<file path="config.mk">
export PLATFORM = sky130hd
export DESIGN_NAME = direct_mapped_writeback_cache_tags_core
export DESIGN_NICKNAME = d
export VERILOG_FILES = /design/src/hdl/dmwc_pkg.sv /design/src/hdl/direct_mapped_writeback_cache_tags_core.sv /design/src/hdl/dmwc_dpath.sv /design/src/hdl/dmwc_ctrl.sv
export VERILOG_INCLUDE_DIRS = /design/src /design/src/hdl
export SDC_FILE = /design/constraint.sdc
export NUM_CORES = 2
export LEC_CHECK = 0
export BUFFER_PORTS_ARGS = -buffer_cell sky130_fd_sc_hd__buf_2
export CAP_MARGIN = 20
export CORE_ASPECT_RATIO = 0.75
export CORE_MARGIN = 2
export CORE_UTILIZATION = 50
export DETAILED_ROUTE_END_ITERATION = 8
export PLACE_DENSITY = 0.76
export SLEW_MARGIN = 20
export SYNTH_ARGS = -nofsm -noshare
export SYNTH_HDL_FRONTEND = slang
export SYNTH_SLANG_ARGS = --single-unit
export TNS_END_PERCENT = 100
</file>
<file path="constraint.sdc">
create_clock -name i_clk -period 6.4 [get_ports i_clk]
set_input_delay 0.32 -clock i_clk [delete_from_list [all_inputs] [get_ports i_clk]]
set_output_delay 0.32 -clock i_clk [all_outputs]
set_load 0.05 [all_outputs]
</file>
<file path="src/hdl/assert_macros.svh">
// Assertion macros used by the RTL controller.
`ifndef ASSERT_MACROS_SVH
`define ASSERT_MACROS_SVH

// Checked on every clock edge outside reset.
`define ASSERT_CLK(label, prop, msg) \
    label: assert property (@(posedge i_clk) disable iff (!i_rst_n) prop) else $error(msg);

// Checked on every clock edge, reset included.
`define ASSERT_ALWAYS(label, prop, msg) \
    label: assert property (@(posedge i_clk) prop) else $error(msg);

`endif

</file>
<file path="src/hdl/dmwc_pkg.sv">
// Types and constants of the direct-mapped write-back cache tag block.
`default_nettype none

package dmwc_pkg;

    localparam int ADDR_W  = 32;
    localparam int OFF_W   = 5;
    localparam int BLOCK_W = 27;
    localparam int LINE_W  = 7;
    localparam int TAG_W   = 20;
    localparam int BYTES_W = 6;

    typedef enum logic [1:0] {
        S_CLEAR,
        S_IDLE,
        S_LOOKUP
    } t_state;

    typedef struct packed {
        logic clear;
        logic accept;
        logic commit;
    } t_cmd;

    typedef struct packed {
        logic clr_last;
    } t_sts;

    typedef struct packed {
        logic             valid;
        logic             dirty;
        logic [TAG_W-1:0] tag;
    } t_entry;

endpackage

`default_nettype wire

</file>
<file path="src/hdl/direct_mapped_writeback_cache_tags_core.sv">
// Top level of the direct-mapped write-back cache tag block.
// Direct-mapped, write-back, write-allocate tag and control logic: each input item (address,
// write flag) yields one result item with the address split, hit/miss, fetch, write-back,
// replacement and the tag the line held before. Tag, valid and dirty bits share one
// single-port-write, registered-read line store; after reset a clearing pass zeroes it,
// during which no item is accepted. Each item is first read from the line store, then
// decided and its line written back, and no new item is accepted until that decision is
// made. A finished result waits in the output register; the next item is still accepted
// while it waits, but that item's lookup holds until the waiting result is taken.
`default_nettype none

module direct_mapped_writeback_cache_tags_core #(
    parameter int LINE_COUNT  = 128,
    parameter int BLOCK_BYTES = 32
) (
    input  wire logic                         i_clk,
    input  wire logic                         i_rst_n,
    input  wire logic                         i_valid,
    output logic                              o_stall,
    input  wire logic [dmwc_pkg::ADDR_W-1:0]  i_address,
    input  wire logic                         i_is_write,
    output logic                              o_valid,
    input  wire logic                         i_stall,
    output logic [dmwc_pkg::OFF_W-1:0]        o_byte_offset,
    output logic [dmwc_pkg::BLOCK_W-1:0]      o_block_number,
    output logic [dmwc_pkg::LINE_W-1:0]       o_line_index,
    output logic [dmwc_pkg::TAG_W-1:0]        o_tag_value,
    output logic                              o_miss,
    output logic                              o_mem_read,
    output logic [dmwc_pkg::BYTES_W-1:0]      o_mem_read_bytes,
    output logic                              o_mem_write,
    output logic [dmwc_pkg::BYTES_W-1:0]      o_mem_write_bytes,
    output logic                              o_replacement,
    output logic [dmwc_pkg::TAG_W-1:0]        o_evicted_tag
);

    dmwc_pkg::t_cmd w_cmd;
    dmwc_pkg::t_sts w_sts;

    dmwc_ctrl u_ctrl (
        .i_clk   (i_clk),
        .i_rst_n (i_rst_n),
        .i_valid (i_valid),
        .o_stall (o_stall),
        .o_valid (o_valid),
        .i_stall (i_stall),
        .o_cmd   (w_cmd),
        .i_sts   (w_sts)
    );

    dmwc_dpath #(
        .LINE_COUNT  (LINE_COUNT),
        .BLOCK_BYTES (BLOCK_BYTES)
    ) u_dpath (
        .i_clk             (i_clk),
        .i_rst_n           (i_rst_n),
        .i_cmd             (w_cmd),
        .o_sts             (w_sts),
        .i_address         (i_address),
        .i_is_write        (i_is_write),
        .o_byte_offset     (o_byte_offset),
        .o_block_number    (o_block_number),
        .o_line_index      (o_line_index),
        .o_tag_value       (o_tag_value),
        .o_miss            (o_miss),
        .o_mem_read        (o_mem_read),
        .o_mem_read_bytes  (o_mem_read_bytes),
        .o_mem_write       (o_mem_write),
        .o_mem_write_bytes (o_mem_write_bytes),
        .o_replacement     (o_replacement),
        .o_evicted_tag     (o_evicted_tag)
    );

endmodule

`default_nettype wire

</file>
<file path="src/hdl/dmwc_dpath.sv">
// Datapath: address split, line store, hit/miss decision and result register.
`default_nettype none

module dmwc_dpath #(
    parameter int LINE_COUNT  = 128,
    parameter int BLOCK_BYTES = 32
) (
    input  wire logic                         i_clk,
    input  wire logic                         i_rst_n,
    input  wire dmwc_pkg::t_cmd               i_cmd,
    output dmwc_pkg::t_sts                    o_sts,
    input  wire logic [dmwc_pkg::ADDR_W-1:0]  i_address,
    input  wire logic                         i_is_write,
    output logic [dmwc_pkg::OFF_W-1:0]        o_byte_offset,
    output logic [dmwc_pkg::BLOCK_W-1:0]      o_block_number,
    output logic [dmwc_pkg::LINE_W-1:0]       o_line_index,
    output logic [dmwc_pkg::TAG_W-1:0]        o_tag_value,
    output logic                              o_miss,
    output logic                              o_mem_read,
    output logic [dmwc_pkg::BYTES_W-1:0]      o_mem_read_bytes,
    output logic                              o_mem_write,
    output logic [dmwc_pkg::BYTES_W-1:0]      o_mem_write_bytes,
    output logic                              o_replacement,
    output logic [dmwc_pkg::TAG_W-1:0]        o_evicted_tag
);

    localparam int BOFF_W = $clog2(BLOCK_BYTES);
    localparam int IDX_W  = $clog2(LINE_COUNT);
    localparam logic [dmwc_pkg::BYTES_W-1:0] XFER_BYTES =
        dmwc_pkg::BYTES_W'(BLOCK_BYTES % 64);
    localparam logic [IDX_W-1:0] LAST_IDX = IDX_W'(LINE_COUNT - 1);

    dmwc_pkg::t_entry r_mem [LINE_COUNT];
    dmwc_pkg::t_entry r_rd_data;
    dmwc_pkg::t_entry w_wr_data;
    logic [IDX_W-1:0] r_clr_idx, n_clr_idx;
    logic [IDX_W-1:0] w_wr_idx;
    logic [IDX_W-1:0] w_in_line;
    logic [dmwc_pkg::ADDR_W-1:0] r_addr;
    logic                        r_wr;
    logic [dmwc_pkg::ADDR_W-1:0] w_block;
    logic [dmwc_pkg::ADDR_W-1:0] w_tag_full;
    logic [dmwc_pkg::ADDR_W-1:0] w_off_full;
    logic [dmwc_pkg::ADDR_W-1:0] w_line_full;
    logic [dmwc_pkg::TAG_W-1:0]  w_tag;
    logic [IDX_W-1:0]            w_line;
    logic                        w_miss, w_wback, w_repl;

    function automatic logic [dmwc_pkg::ADDR_W-1:0] i_address_shift(
        input logic [dmwc_pkg::ADDR_W-1:0] a
    );
        return a >> BOFF_W;
    endfunction

    assign w_in_line   = i_address[BOFF_W +: IDX_W];
    assign w_block     = i_address_shift(r_addr);
    assign w_tag_full  = w_block >> IDX_W;
    assign w_off_full  = r_addr & dmwc_pkg::ADDR_W'(BLOCK_BYTES - 1);
    assign w_line_full = w_block & dmwc_pkg::ADDR_W'(LINE_COUNT - 1);
    assign w_tag       = w_tag_full[dmwc_pkg::TAG_W-1:0];
    assign w_line      = r_addr[BOFF_W +: IDX_W];

    assign w_miss  = !r_rd_data.valid || (r_rd_data.tag != w_tag);
    assign w_wback = w_miss && r_rd_data.dirty;
    assign w_repl  = w_miss && r_rd_data.valid;

    // Clearing pass writes zeros; otherwise the looked-up line is refilled.
    always_comb begin
        if (i_cmd.clear) begin
            w_wr_idx  = r_clr_idx;
            w_wr_data = '0;
        end else begin
            w_wr_idx        = w_line;
            w_wr_data.valid = 1'b1;
            w_wr_data.dirty = (!w_miss && r_rd_data.dirty) || r_wr;
            w_wr_data.tag   = w_tag;
        end
    end

    always_ff @(posedge i_clk) begin
        if (i_cmd.clear || i_cmd.commit) begin
            r_mem[w_wr_idx] <= w_wr_data;
        end
        if (i_cmd.accept) begin
            r_rd_data <= r_mem[w_in_line];
        end
    end

    assign n_clr_idx     = r_clr_idx + IDX_W'(1);
    assign o_sts.clr_last = (r_clr_idx == LAST_IDX);

    always_ff @(posedge i_clk) begin
        if (!i_rst_n) begin
            r_clr_idx <= '0;
        end else if (i_cmd.clear) begin
            r_clr_idx <= n_clr_idx;
        end
    end

    always_ff @(posedge i_clk) begin
        if (i_cmd.accept) begin
            r_addr <= i_address;
            r_wr   <= i_is_write;
        end
    end

    always_ff @(posedge i_clk) begin
        if (i_cmd.commit) begin
            o_byte_offset     <= w_off_full[dmwc_pkg::OFF_W-1:0];
            o_block_number    <= w_block[dmwc_pkg::BLOCK_W-1:0];
            o_line_index      <= w_line_full[dmwc_pkg::LINE_W-1:0];
            o_tag_value       <= w_tag;
            o_miss            <= w_miss;
            o_mem_read        <= w_miss;
            o_mem_read_bytes  <= w_miss ? XFER_BYTES : '0;
            o_mem_write       <= w_wback;
            o_mem_write_bytes <= w_wback ? XFER_BYTES : '0;
            o_replacement     <= w_repl;
            o_evicted_tag     <= r_rd_data.tag;
        end
    end

endmodule

`default_nettype wire

</file>
<file path="src/hdl/dmwc_ctrl.sv">
// Controller: clearing pass, lookup sequencing and result handshake.
`default_nettype none
`include "assert_macros.svh"

module dmwc_ctrl (
    input  wire logic           i_clk,
    input  wire logic           i_rst_n,
    input  wire logic           i_valid,
    output logic                o_stall,
    output logic                o_valid,
    input  wire logic           i_stall,
    output dmwc_pkg::t_cmd      o_cmd,
    input  wire dmwc_pkg::t_sts i_sts
);

    dmwc_pkg::t_state r_state, n_state;
    logic r_out_valid, n_out_valid;
    logic w_slot_free;

    // Result register may be reloaded when empty or being taken this cycle.
    assign w_slot_free = !r_out_valid || !i_stall;

    always_comb begin
        n_state = r_state;
        case (r_state)
            dmwc_pkg::S_CLEAR:  if (i_sts.clr_last) n_state = dmwc_pkg::S_IDLE;
            dmwc_pkg::S_IDLE:   if (i_valid) n_state = dmwc_pkg::S_LOOKUP;
            dmwc_pkg::S_LOOKUP: if (w_slot_free) n_state = dmwc_pkg::S_IDLE;
            default:            n_state = dmwc_pkg::S_CLEAR;
        endcase
    end

    always_comb begin
        o_cmd   = '0;
        o_stall = 1'b1;
        case (r_state)
            dmwc_pkg::S_CLEAR: begin
                o_cmd.clear = 1'b1;
            end
            dmwc_pkg::S_IDLE: begin
                o_stall      = 1'b0;
                o_cmd.accept = i_valid;
            end
            dmwc_pkg::S_LOOKUP: begin
                o_cmd.commit = w_slot_free;
            end
            default: begin
                o_cmd = '0;
            end
        endcase
    end

    assign n_out_valid = o_cmd.commit || (r_out_valid && i_stall);
    assign o_valid     = r_out_valid;

    always_ff @(posedge i_clk) begin
        if (!i_rst_n) begin
            r_state     <= dmwc_pkg::S_CLEAR;
            r_out_valid <= 1'b0;
        end else begin
            r_state     <= n_state;
            r_out_valid <= n_out_valid;
        end
    end

    `ASSERT_CLK(a_no_overwrite, o_cmd.commit |-> !(r_out_valid && i_stall), "result overwritten while stalled")
    `ASSERT_CLK(a_accept_to_lookup, o_cmd.accept |=> (r_state == dmwc_pkg::S_LOOKUP), "accepted item not looked up")
    `ASSERT_CLK(a_clear_quiet, (r_state == dmwc_pkg::S_CLEAR) |-> (!r_out_valid && !o_cmd.accept), "activity during clearing pass")
    `ASSERT_ALWAYS(a_one_cmd, $onehot0({o_cmd.clear, o_cmd.accept, o_cmd.commit}), "conflicting datapath commands")

endmodule

`default_nettype wire

</file>
==> reports/results.txt <==
Drt first pass iters: 6
GRT Overall Usage: 26.2%
Crit path max fanout: 88
Worst min path class: in2reg
Arr. time, crit path: 5.17 ns
Initial Util: 50.2%
CTS max path bufs: 4
PwrDens: 307 nW/um^2
Global-route wire length before repair: 414 mm
Synth async-reset ratio: 0%
Clk_skew: 0.0492 ns
TritonCTS clock tree: yes
Worst Setup End Kind: register
Setup crit start kind: register
Total congestion overflow: 0
Chip width: 550 um
Crit Path Class: reg2reg
Sequential area share after synthesis: 78.8%
GRT met1 Usage: 36.2%
Via count: 53457
Yosys reg bits: 2936
VDD IR max: 0.225 mV
Fillers: 15192
Area grow syn2layout: 13.1%
Resized cells post-CTS: 0
Max-slew violations: 0
Core ar.: 223000 um^2
FF/Latch Area: 88100 um^2
Synth warnings: 0
H-Tree Depth: 5
Post-Syn Area per Cell: 25.2 um^2
Antenna-violating nets left: 0
Outcome: finished, final reports clean
Slew @ Worst Pin: 1.14 ns
Power Total: 0.0389 W
Max Freq: 215 MHz
Initial antenna violation count: 33
Fin util: 56.8%
RSZ-0062 raised after global routing: false
# rows: 150
Number of buffers added to fix hold violations after cts: 30
Clock Pin Slew Worst Setup and Hold Paths: 0.06 ns
GR peak layer: met2
Worst setup margin: 1.74 ns
Clk_lat worst skew: 0.87 ns
Most common cell after layout, fill and taps aside: edfxtp_1
Final hold violations: 0
Drt wl/cell: 37.2 um
Post-route insts no fill: 7996
Vias in the first global route: 53396
Routed WL: 297 mm
Drt initial violations: 9627
R2R depth: 6
# Max-Cap Violations: 0
Largest net degree at the start of global routing: 111
Clock Sink Count: 2936
M3 GR Usage: 8.83%
CTS root buf: clkbuf_16
Proportion of layout cells with a drive suffix above 1: 36.2%
Fin crit share: 72.8%
Post-synth top flop: edfxtp_1
Mapped Area: 112000 um^2
Y dimension of the die: 414 um
IO buf count: 123
Full die area: 227000 um^2
Critical Path RT: 6.91 ns
Clock buffer count from CTS: 281
Tmin final: 4.66 ns
GPL Wtd Cong: 0.823
Multi-input logic area: 23000 um^2
Setup_tns: 0 ns
Slew margin rel.: 23.8%
Commonest cells after routing, fill and taps aside: edfxtp_1, mux4_2, clkbuf_16, buf_4, nor2_2
Number of synthesized flops with an enable pin: 2926
Worst slack, placed: 1.83 ns
GR Util met2: 39.8%
Mapped Cells: 4436
Drt drc: 0
Leakage: 41.4 nW
WHS Path Cells: 1
Number of vias per cell: 6.69
Dpl cells: 7480
Buffer count from post-CTS setup fixing: 0
Final Setup Violations: 0
Layout net count: 4869
Hpwl dp: 157 mm
Post-synth cell types: 38
I/O pin total: 134
==> cells in the mapped netlist (2+ instances only) <==
cell      number  area share [%]
a21boi_0       4           0.027
a21oi_1        5           0.022
a31oi_1        2           0.011
and2_1        26            0.15
buf_1         32            0.11
buf_2         59            0.26
buf_4         41            0.28
clkbuf_1     131            0.44
dfxtp_1       10            0.18
edfxtp_1    2926              79
inv_1          2          0.0067
mux2_2        22            0.22
mux4_2       924              19
nand2_1       33            0.11
nand2b_1       7           0.039
nand3_1        6           0.027
nand3b_1       4           0.027
nand4_1        9           0.050
nor2_1       135            0.45
nor3_1         2          0.0090
o21a_1         3           0.020
o21ai_0        7           0.031
o31ai_1        3           0.020
or3_1          5           0.028
or4b_2         2           0.018
xnor2_1       24            0.19
==> registers in the layout (all words and copies together) (netlist names) <==
register,flops
u_ctrl.o_valid,1
u_ctrl.r_state,2
u_dpath.o_block_number,1
u_dpath.o_byte_offset,5
u_dpath.o_evicted_tag,20
u_dpath.o_line_index,6
u_dpath.o_mem_write_bytes,1
u_dpath.o_miss,1
u_dpath.o_replacement,1
u_dpath.o_tag_value,20
u_dpath.r_addr,32
u_dpath.r_clr_idx,7
u_dpath.r_mem,2816
u_dpath.r_rd_data,22
u_dpath.r_wr,1
==> through the flow <==
step | cell area [um^2] | hold WS, ns
2_1_floorplan | 112000 | 0.400
3_3_place_gp | 117000 | 0.405
3_5_place_dp | 117000 | 0.407
4_1_cts | 126000 | 0.0136
5_1_grt | 126000 | 0.0457
6_report | 127000 | 0.0568
==> cells by family after synthesis <==
group,Yosys count,synth area share [%]
simple gates,232,0.924
other cells,1,0.00335
xor+xnor,25,0.196
mux,947,18.8
compound gates,28,0.162
flops,2936,78.8
buf+inv,266,1.10
fa+ha+maj,1,0.0112
==> critical path, cell delays in order, from the launching register on <==
cell and delay, ns:
edfxtp_1 0.64, xnor2_1 0.26, nand4_1 0.43, nor3_2 0.71, a41oi_2 0.48, nor2_4 0.89
buf_4 0.76
==> worst paths after layout <==
check	end	slack, ns	start
worst min register to register	u_dpath.o_byte_offset[3]	0.42	u_dpath.r_addr[3]
worst max register to register	u_dpath.r_mem[102][20]	1.74	u_dpath.r_rd_data[9]
worst min-delay path	u_dpath.r_addr[8]	0.06	i_address[8]
worst max-delay path	u_dpath.r_mem[102][20]	1.74	u_dpath.r_rd_data[9]
==> report_power, final <==
group	switching, W	leakage [nW]	internal, W	total, W
clock network	0.00706	4.33	0.00933	0.0164
registers	0.0000177	28.6	0.0209	0.0209
logic	0.000881	8.45	0.000709	0.00159
total	0.00796	41.4	0.0309	0.0389
==> cell type report <==
cell class,instances,area share (%)
Antenna cell,5,0.00989
Clock buffer,350,5.94
Clock inverter,129,1.08
Inverter,3,0.0129
Multi-Input combinational cell,1243,18.2
Sequential cell,2936,69.6
Tap cell,2964,2.93
Timing Repair Buffer,366,2.26
==> metal layers <==
layer | share of wire [%] | wire, um
met5 | 0.060 | 179
met4 | 3.3 | 9730
met3 | 15 | 45100
met2 | 47 | 138000
met1 | 35 | 104000
(Power assumes the default switching activity.)
